[config.mk]
export PLATFORM = sky130hd
export DESIGN_NAME = gps_mul
export DESIGN_NICKNAME = d
export VERILOG_FILES = /design/src/rtl/core/gps_pkg.sv /design/src/rtl/core/gps_mul.sv
export SDC_FILE = /design/constraint.sdc
export NUM_CORES = 2
export LEC_CHECK = 0
export BUFFER_PORTS_ARGS = -buffer_cell sky130_fd_sc_hd__buf_2
export CORE_MARGIN = 1
export CORE_UTILIZATION = 30
export CTS_CLUSTER_DIAMETER = 150
export CTS_CLUSTER_SIZE = 20
export DETAILED_ROUTE_END_ITERATION = 16
export GPL_ROUTABILITY_DRIVEN = 0
export PLACE_DENSITY = 0.46
export SKIP_LAST_GASP = 1
export SLEW_MARGIN = 15
export SYNTH_ARGS = -nofsm -noshare
export SYNTH_HDL_FRONTEND = slang
export SYNTH_SLANG_ARGS = --single-unit
[constraint.sdc]
create_clock -name clock -period 7.9 [get_ports clock]
set_clock_uncertainty 0.2 [all_clocks]
set_input_delay 0 -clock clock [delete_from_list [all_inputs] [get_ports clock]]
set_output_delay 0 -clock clock [all_outputs]
set_load 0.02 [all_outputs]
[src/rtl/core/gps_pkg.sv]
// Shared constants, types and tables for the Gaussian peak sum core.
`timescale 1ns / 1ps
package gps_pkg;

   localparam int MAX_PEAKS = 8;
   localparam int IDX_W = $clog2(MAX_PEAKS);
   localparam int CNT_W = 4;
   localparam int EXP_TERMS = 12;
   localparam int N_LIMIT = 40;

   localparam logic [31:0] LN2_Q32 = 32'd2977044472;
   localparam logic [33:0] KFW_Q32 = 34'd10113875081;
   localparam logic [64:0] DCUT_Q32 = 65'd20 << 32;

   // floor(2^48 / LN2_Q32); (e * RECIP_LN2) >> 32 is floor(e * 2^16 / LN2_Q32) or one less
   localparam logic [32:0] RECIP_LN2 = 33'((65'd1 << 48) / 65'(LN2_Q32));

   localparam int DIV_BITS = 35;
   localparam int DIV_CNT_W = 6;
   localparam logic [DIV_CNT_W-1:0] DIV_STEPS_LOAD = 6'd35;

   typedef struct packed {
      logic                 start;
      logic [DIV_CNT_W-1:0] count;
      logic [31:0]          den;
      logic [31:0]          rem_init;
      logic [DIV_BITS-1:0]  bits;
   } div_req_type;

   typedef struct packed {
      logic                done;
      logic [DIV_BITS-1:0] quo;
   } div_rsp_type;

   // floor(2^32 / k) for the Taylor term divisors
   function automatic logic [32:0] term_recip(input logic [CNT_W-1:0] k);
      logic [32:0] r;
      unique case (k)
         4'd1:    r = 33'h1_0000_0000;
         4'd2:    r = 33'd2147483648;
         4'd3:    r = 33'd1431655765;
         4'd4:    r = 33'd1073741824;
         4'd5:    r = 33'd858993459;
         4'd6:    r = 33'd715827882;
         4'd7:    r = 33'd613566756;
         4'd8:    r = 33'd536870912;
         4'd9:    r = 33'd477218588;
         4'd10:   r = 33'd429496729;
         4'd11:   r = 33'd390451572;
         4'd12:   r = 33'd357913941;
         default: r = '0;
      endcase
      return r;
   endfunction

endpackage

[src/rtl/core/gps_mul.sv]
// Shared 33x33 unsigned multiplier with registered product.
`timescale 1ns / 1ps
module gps_mul
   import gps_pkg::*;
(
   input  logic        clock,
   input  logic [32:0] mul_a,
   input  logic [32:0] mul_b,
   output logic [65:0] mul_p
);

   logic [65:0] prod_ff;

   always_ff @(posedge clock) begin
      prod_ff <= 66'(mul_a) * 66'(mul_b);
   end

   assign mul_p = prod_ff;

endmodule

==> flow_metrics.tcl <==
set metrics [dict create \
    outcome "completed" \
    hp-class "in2reg" \
    cts_setup_buffers 0 \
    setup_ws_ns 0.275 \
    ioPinCount 133 \
    cp_max_fo 23 \
    grt_antenna_before_repair 6 \
    row_count 127 \
    chipWidth_um 351 \
    drtIter0Drc 1127 \
    postSynthAreaPerCell_sq_um 9.04 \
    finalCritPeriodShare_pct 96.5 \
    wire_per_inst_um 18.7 \
    synthArstFlopShare_pct 0 \
    synth_top_area_share_pct 52.4 \
    clkSlewWorstSetupHoldPaths_ns 0.07 \
    yosys_warnings 0 \
    grt_pass1_wl_um 169000 \
    grt_pass1_vias 29086 \
    synth_area_leaders "fa_1 (52%), inv_1 (11%), and2_1 (9.8%)" \
    vias 26260 \
    final_cells 5796 \
    die_h_um 351 \
    place_inst 5777 \
    core_sq_mm 0.120 \
    ys_seq_area_share_pct 3.61 \
    numClockSinks 66 \
    synth_flop_cell "dfxtp_1" \
    numCtsBuffers 9 \
    synth_nets 5338 \
    tightestPinTransition_ns 0.729 \
    synth.most_common_cell "inv_1" \
    die_area_sq_mm 0.123 \
    cp.arrival_ns 7.71 \
    ys_ff_latch 66 \
    nFillCells 12900 \
    drc 0 \
    fmax_mhz 131 \
    synthCells 4048 \
    start_util_pct 30.4 \
    crit_buf_inv 6 \
    hold_viol_final 0 \
    synth-edff-count 0 \
    gr-total-overflow 0 \
    drive_above_1_share_pct 8.42 \
    dr.pass1.iters 5 \
    multi_input_area_sq_mm 0.0306 \
    cp_top_family "adder cells" \
    crit_slowest_cell "fa_1" \
    relSlewSlack_pct 51.4 \
    clock-root-buffer "clkbuf_16" \
    totalWireLength_um 108000 \
    worstSetupPathType "in2reg" \
    synth_area_sq_mm 0.0366 \
    synth_top_cell_by_area "fa_1" \
    dp_slack_ns -0.502 \
    finalSetupViolCount 0 \
    cp_common_cell "fa_1" \
    grt_usage_pct 18.3 \
    layout_min_cycle_time_ns 7.62 \
    areaGrowthSynthToFinish_pct 10.3 \
    regArea_sq_mm 0.00132 \
    rsz0062_at_grt "false" \
    postPlaceCellArea_sq_mm 0.0401 \
    clockBufferDepth 2 \
    cts_tree "built" \
    layout.nets 5466 \
    stdcell_area_sq_mm 0.0404 \
    port_buffers 132 \
    yosys-top-cells-count "inv_1 (1048), fa_1 (958), and2_1 (574)" \
    max_stage_delay_ns 0.59 \
    synth_cell_types 57 \
    drv_cap 0 \
    ant_nets 0 \
    largest_reg_flops 66 \
    endpoint_kind "register" \
    start_kind "input port" \
    h-tree-depth 3 \
    slew_violations 0 \
    holdWs_ns 0.0970 \
    via_per_inst 4.53 \
    grt_max_degree 34 \
    dpl.hpwl_um 95800 \
    required_ns 7.99 \
]
==> cell type report <==
class / instances / area share [%]
Timing Repair Buffer: 328 / 5.54
Sequential cell: 66 / 3.27
Antenna cell: 3 / 0.0186
Inverter: 1049 / 9.75
Tap cell: 1612 / 5.00
Clock inverter: 6 / 0.102
Multi-Input combinational cell: 2722 / 75.7
Clock buffer: 10 / 0.592
==> metal layers <==
metal | share of wire (%) | vias to the layer above | GRT usage (%)
li1 | - | 11771 | -
met1 | 39 | 13843 | 21.5
met2 | 55 | 493 | 34.8
met3 | 3.4 | 145 | 1.82
met4 | 3.2 | 8 | 4.97
met5 | 0.047 | - | 0
==> what timing repair did <==
item | CTS | global route
hold buffers | 0 | 0
setup endpoints to repair | 1 | 1
resized for setup | 1 | 3
==> final timing paths <==
| kind | from | endpoint | cells past startpoint |
|---|---|---|---|
| setup / recovery | mul_b[25] | mul_p[64] | 26 |
| hold / removal | mul_b[0] | mul_p[0] | 3 |
==> logic make-up after synthesis <==
| kind of cell | count (synthesis) | share of synthesized area (%) |
|---|---|---|
| simple gates | 1233 | 17.0 |
| fa+ha+maj | 1223 | 61.5 |
| flops | 66 | 3.61 |
| buf+inv | 1260 | 12.9 |
| xor+xnor | 65 | 1.56 |
| compound gates | 201 | 3.45 |
==> layout by cell type (no fill, tap or decap), drive strengths merged, types with 2 or more instances in the layout <==
cell type  instances
buf              328
a21o              31
o31ai              3
dfxtp             66
ha               265
nor2b              6
nor4               2
clkinv             2
o21ai             40
nand4             16
a221oi             2
xnor2             41
fa               958
inv             1050
diode              3
and4               4
or3                2
nand2            568
clkbuf            10
a31oi              6
a211o              2
clkinvlp           3
a31o               2
o41ai              2
nand3             10
nor3               4
a21oi             73
o21bai             8
o211ai             2
and2             574
a21boi             3
nand2b             2
o21a               7
a211oi             5
o31a               2
nor2              33
and3               7
xor2              24
==> per-stage QoR <==
stage                     util, %  setup TNS (ns)
after floorplan                 -               0
after global placement       33.3           -1.31
after detailed placement     33.3           -1.23
after CTS                    33.5               0
after global routing         33.5               0
final                        33.5               0
Power is not shown: default switching activity piles up to over one toggle a cycle in this logic, so the estimate is an artifact.
