$ cat src/rtl/core/gps_pkg.sv
// Shared constants, types and tables for the Gaussian peak sum core.
`timescale 1ns / 1ps
package gps_pkg;

   localparam int MAX_PEAKS = 8;
   localparam int IDX_W = $clog2(MAX_PEAKS);
   localparam int CNT_W = 4;
   localparam int EXP_TERMS = 12;
   localparam int N_LIMIT = 40;

   localparam logic [31:0] LN2_Q32 = 32'd2977044472;
   localparam logic [33:0] KFW_Q32 = 34'd10113875081;
   localparam logic [64:0] DCUT_Q32 = 65'd20 << 32;

   // floor(2^48 / LN2_Q32); (e * RECIP_LN2) >> 32 is floor(e * 2^16 / LN2_Q32) or one less
   localparam logic [32:0] RECIP_LN2 = 33'((65'd1 << 48) / 65'(LN2_Q32));

   localparam int DIV_BITS = 35;
   localparam int DIV_CNT_W = 6;
   localparam logic [DIV_CNT_W-1:0] DIV_STEPS_LOAD = 6'd35;

   typedef struct packed {
      logic                 start;
      logic [DIV_CNT_W-1:0] count;
      logic [31:0]          den;
      logic [31:0]          rem_init;
      logic [DIV_BITS-1:0]  bits;
   } div_req_type;

   typedef struct packed {
      logic                done;
      logic [DIV_BITS-1:0] quo;
   } div_rsp_type;

   // floor(2^32 / k) for the Taylor term divisors
   function automatic logic [32:0] term_recip(input logic [CNT_W-1:0] k);
      logic [32:0] r;
      unique case (k)
         4'd1:    r = 33'h1_0000_0000;
         4'd2:    r = 33'd2147483648;
         4'd3:    r = 33'd1431655765;
         4'd4:    r = 33'd1073741824;
         4'd5:    r = 33'd858993459;
         4'd6:    r = 33'd715827882;
         4'd7:    r = 33'd613566756;
         4'd8:    r = 33'd536870912;
         4'd9:    r = 33'd477218588;
         4'd10:   r = 33'd429496729;
         4'd11:   r = 33'd390451572;
         4'd12:   r = 33'd357913941;
         default: r = '0;
      endcase
      return r;
   endfunction

endpackage

$ cat src/rtl/core/gps_div.sv
// Restoring divider, one quotient bit per cycle, used for the peak width reciprocal.
`timescale 1ns / 1ps
module gps_div
   import gps_pkg::*;
(
   input  logic        clock,
   input  logic        reset,
   input  div_req_type div_req,
   output div_rsp_type div_rsp
);

   logic                 busy_ff;
   logic                 done_ff;
   logic [DIV_CNT_W-1:0] cnt_ff;
   logic [31:0]          rem_ff;
   logic [31:0]          den_ff;
   logic [DIV_BITS-1:0]  bits_ff;
   logic [DIV_BITS-1:0]  quo_ff;
   logic [32:0]          trial;
   logic                 ge;
   logic [31:0]          rem_in;

   assign trial  = {rem_ff, bits_ff[DIV_BITS-1]};
   assign ge     = trial >= {1'b0, den_ff};
   assign rem_in = ge ? 32'(trial - {1'b0, den_ff}) : trial[31:0];

   always_ff @(posedge clock) begin
      if (reset) begin
         busy_ff <= 1'b0;
         done_ff <= 1'b0;
      end else begin
         done_ff <= 1'b0;
         if (div_req.start) begin
            busy_ff <= 1'b1;
            cnt_ff  <= div_req.count;
            rem_ff  <= div_req.rem_init;
            bits_ff <= div_req.bits;
            den_ff  <= div_req.den;
            quo_ff  <= '0;
         end else if (busy_ff) begin
            rem_ff  <= rem_in;
            quo_ff  <= {quo_ff[DIV_BITS-2:0], ge};
            bits_ff <= bits_ff << 1;
            cnt_ff  <= cnt_ff - 1'b1;
            if (cnt_ff == DIV_CNT_W'(1)) begin
               busy_ff <= 1'b0;
               done_ff <= 1'b1;
            end
         end
      end
   end

   assign div_rsp.done = done_ff;
   assign div_rsp.quo  = quo_ff;

   a_start_idle: assert property (@(posedge clock) disable iff (reset)
      div_req.start |-> !busy_ff) else $error("divider restarted while busy");
   a_done_free: assert property (@(posedge clock) disable iff (reset)
      done_ff |-> !busy_ff) else $error("divider done while still busy");

endmodule

$ cat config.mk
export PLATFORM = sky130hd
export DESIGN_NAME = gps_div
export DESIGN_NICKNAME = d
export VERILOG_FILES = /design/src/rtl/core/gps_pkg.sv /design/src/rtl/core/gps_div.sv
export SDC_FILE = /design/constraint.sdc
export NUM_CORES = 1
export LEC_CHECK = 0
export BUFFER_PORTS_ARGS = -buffer_cell sky130_fd_sc_hd__buf_2
export CAP_MARGIN = 20
export CORE_MARGIN = 2
export CORE_UTILIZATION = 51
export DETAILED_ROUTE_END_ITERATION = 10
export MAX_ROUTING_LAYER = met4
export PLACE_DENSITY = 0.78
export SLEW_MARGIN = 10
export SYNTH_ARGS = -nofsm -noshare
export SYNTH_HDL_FRONTEND = slang
export SYNTH_SLANG_ARGS = --single-unit
export TNS_END_PERCENT = 30
$ cat constraint.sdc
create_clock -name clock -period 5.6 [get_ports clock]
set_input_delay 0.28 -clock clock [delete_from_list [all_inputs] [get_ports clock]]
set_output_delay 0.28 -clock clock [all_outputs]
set_load 0.05 [all_outputs]
==> impl_metrics.py <==
metrics = {
    "timing": {
        "tightest_slew_ns": 0.980,
        "layout_min_cycle_time_ns": 3.42,
        "maxClockFrequency_ghz": 0.293,
        "tns_ns": 0,
        "fin_crit_sh_pct": 61.0,
        "setup_viol": 0,
        "finalHoldViolCount": 0,
        "grt_setup_unrepaired": "false",
        "report.final.slew_viol_count": 0,
        "max_slew_margin_pct": 34.7,
        "clock_skew_ns": 0.00992,
    },
    "detailed_routing": {
        "drtAntennaViolNets": 0,
        "wirelength_um": 17100,
        "drcViolationCount": 0,
        "dr.first_iter.drc_count": 484,
        "routedWlPerCell_um": 17.3,
        "via_count": 5542,
        "first_pass_iters": 5,
        "via_per_inst": 5.59,
    },
    "yosys": {
        "ys_types": 65,
        "synth-compound-area-share_pct": 13.2,
        "async_reset_ff_share_pct": 0,
        "syn_area_um2": 7600,
        "syn_nets": 796,
        "synth_flop_cell": "edfxtp_1",
        "synth_edf_count": 140,
        "netlist_top_cells_area": "edfxtp_1 55%, ha_1 5.6%, mux2_2 5.2%",
        "muxShareOfSynthArea_pct": 5.58,
        "synth_top_family_by_area": "compound AO/OA/AOI/OAI gates",
        "synth-xor-area-share_pct": 3.57,
        "yosysSeqAreaShare_pct": 55.9,
        "synthAdderAreaFrac_pct": 5.86,
        "ys_warn_count": 0,
        "synthSimpleGateAreaFrac_pct": 12.2,
        "synth_area_leader_cell": "edfxtp_1",
        "synth.avg_cell_area_um2": 11.6,
        "synthCells": 653,
        "ys_seq_elements": 142,
        "synth_top_area_share_pct": 55.3,
    },
    "finish": {
        "area_growth_pct": 19.5,
        "final_cells": 991,
        "most-common-layout-cells": "142 x buf_2, 140 x edfxtp_1, 61 x nand2_1",
        "final_common_cell": "buf_2",
        "fillers": 1175,
        "drive_gt1_share_pct": 29.0,
        "nets": 936,
    },
    "die": {
        "dieArea_um2": 15900,
        "io_pins": 144,
        "initial_core_util_pct": 52.3,
        "die_h_um": 126,
        "core-area_um2": 14500,
        "num_rows": 44,
        "die_x_um": 126,
    },
    "pwr": {
        "sw_frac_of_total_pct": 29.1,
        "power_frac_seq_pct": 42.2,
        "pwr-share-clk_pct": 36.5,
        "p_comb_share_pct": 21.3,
        "netSwitchingPower_uw": 898,
        "p_int_mw": 2.19,
        "cellPowerDensity_nw_per_um2": 340,
        "ir_worst_vdd_mv": 0.231,
        "p_leak_nw": 3.73,
    },
    "clocking": {
        "cts_tree": "done",
        "numClockSinks": 142,
        "cts_hold_repair.buffers": 0,
        "cts_buffer_depth": 2,
        "cts-buffers-inserted": 17,
        "clkLatencyLatePin_ns": 0.43,
        "cts_resized": 0,
        "clkTransAtPathRegs_ns": 0.06,
        "cts-root-buf": "clkbuf_16",
        "cts_setup_buffers": 0,
        "htree_levels": 4,
    },
    "placed_design": {
        "portBuffers": 143,
        "hpwlAfterDp_um": 12000,
        "place_congestion": 0.943,
        "dp_cells": 957,
    },
    "worst_setup_path": {
        "worstPathRequired_ns": 5.77,
        "r2r_slack_ns": 2.18,
        "cp-end-kind": "flop",
        "cp_common_cell": "inv_1",
        "critPathMaxFanout": 4,
        "rr_worst_depth": 12,
        "worst_path_max_delay_cell": "fa_1",
        "startpoint": "bits_ff[34]$_DFFE_PP_",
        "r2r-end": "rem_ff[28]$_DFFE_PP_",
        "crit_type": "reg -> reg",
        "start_kind": "flop",
        "r2r_start": "bits_ff[34]$_DFFE_PP_",
        "cp.arrival_ns": 3.59,
        "critPathMaxStageDelay_ns": 0.41,
        "path_cells": "inv_1, ha_1, inv_1, fa_1, a21o_1, a221o_2, a2111oi_4, nor3_2, a211oi_2, o41ai_1, xor2_1, a221o_1",
    },
    "min_path": {
        "hold_depth": 1,
        "worstHoldStart": "div_req[82]",
        "hold_end": "den_ff[15]$_DFFE_PP_",
        "hp-class": "in -> reg",
    },
    "status": {
        "status": "finished clean",
    },
    "flow_run": {
        "cap_violations": 0,
    },
    "global_route": {
        "track_usage_pct": 22.8,
        "antenna_found_initial": 1,
        "first_global_vias": 5749,
        "grt_max_degree": 105,
        "grt-ovfl-total": 0,
        "grt_pass1_wl_um": 28000,
    },
}
## worst max-delay path by stage
stage,cells past startpoint,to
detailed placement,12,rem_ff[28]$_DFFE_PP_
global placement,12,rem_ff[28]$_DFFE_PP_
finish,12,rem_ff[28]$_DFFE_PP_
CTS,10,rem_ff[31]$_DFFE_PP_
floorplan,5,bits_ff[0]$_SDFFCE_PN0P_
global route,10,rem_ff[21]$_DFFE_PP_
## cell families after synthesis
| logic type | count (synthesis) |
|---|---|
| AOI/OAI and AO/OA | 147 |
| DFF | 142 |
| adders and majority gates | 35 |
| and+or+nand+nor | 188 |
| buffers and inverters | 72 |
| xor gates and xnor gates | 31 |
| muxes | 38 |
## registers in the layout, summed over array words and instances, names as in the netlist
name	cells
bits_ff	35
quo_ff	35
den_ff	32
rem_ff	32
cnt_ff	6
busy_ff	1
done_ff	1
## power groups by stage
stage	Clock [mW]	Combinational, mW	Sequential [mW]
global placement	0	0.633	1.32
detailed placement	0	0.651	1.33
finish	1.13	0.658	1.30
CTS	1.15	0.656	1.30
floorplan	0	0.439	1.37
global route	1.19	0.727	1.31
## area by class of cell
type                       instances  area (um2)  share of cell area, %
inverter                          44         165                   1.82
multi-input combinational        439        3080                   33.9
timing repair buffer             149         776                   8.54
antenna                            1        2.50                 0.0275
sequential                       142        4240                   46.7
clock buffer                      17         425                   4.68
clock inverter                    15         164                   1.80
tap                              184         230                   2.53
## per-stage QoR
step	setup WS [ns]	instance area, um2	total power, mW	hold WS [ns]	util, %
after global placement	2.31	8470	1.95	0.457	58.3
after CTS	2.19	9060	3.11	0.0109	62.3
final	2.18	9080	3.09	0.0260	62.5
after floorplan	1.23	7600	1.81	0.352	-
after detailed placement	2.22	8470	1.98	0.458	58.3
after global routing	1.94	9080	3.23	0.00909	62.5
## synthesized netlist by cell type, types with 12 or more instances
cell type	instances
xnor2_1	18
edfxtp_1	140
o21ai_0	27
a31oi_1	22
a21oi_1	38
nor2b_1	36
xor2_1	13
clkbuf_1	19
nand2_1	61
inv_1	44
mux2_2	35
ha_1	34
nor2_1	39
a21o_1	12
## routing by layer
layer	vias to the layer above	wire, um	global-route usage, %	share of wire, %
met2	184	8250	35.6	48
met5	-	0	-	0
li1	2674	-	-	-
met3	39	910	5.14	5.3
met4	0	401	8.14	2.3
met1	2645	7570	29.4	44
## worst max-delay path, delay by kind of cell (launching register included)
family,cells,cell delay [ns]
AO/OA/AOI/OAI,6,1.74
adder cells (fa/ha/maj),2,0.60
flip-flops,1,0.38
buffers and inverters,2,0.16
XOR/XNOR,1,0.16
AND/OR/NAND/NOR,1,0.13
(Power assumes the default switching activity.)
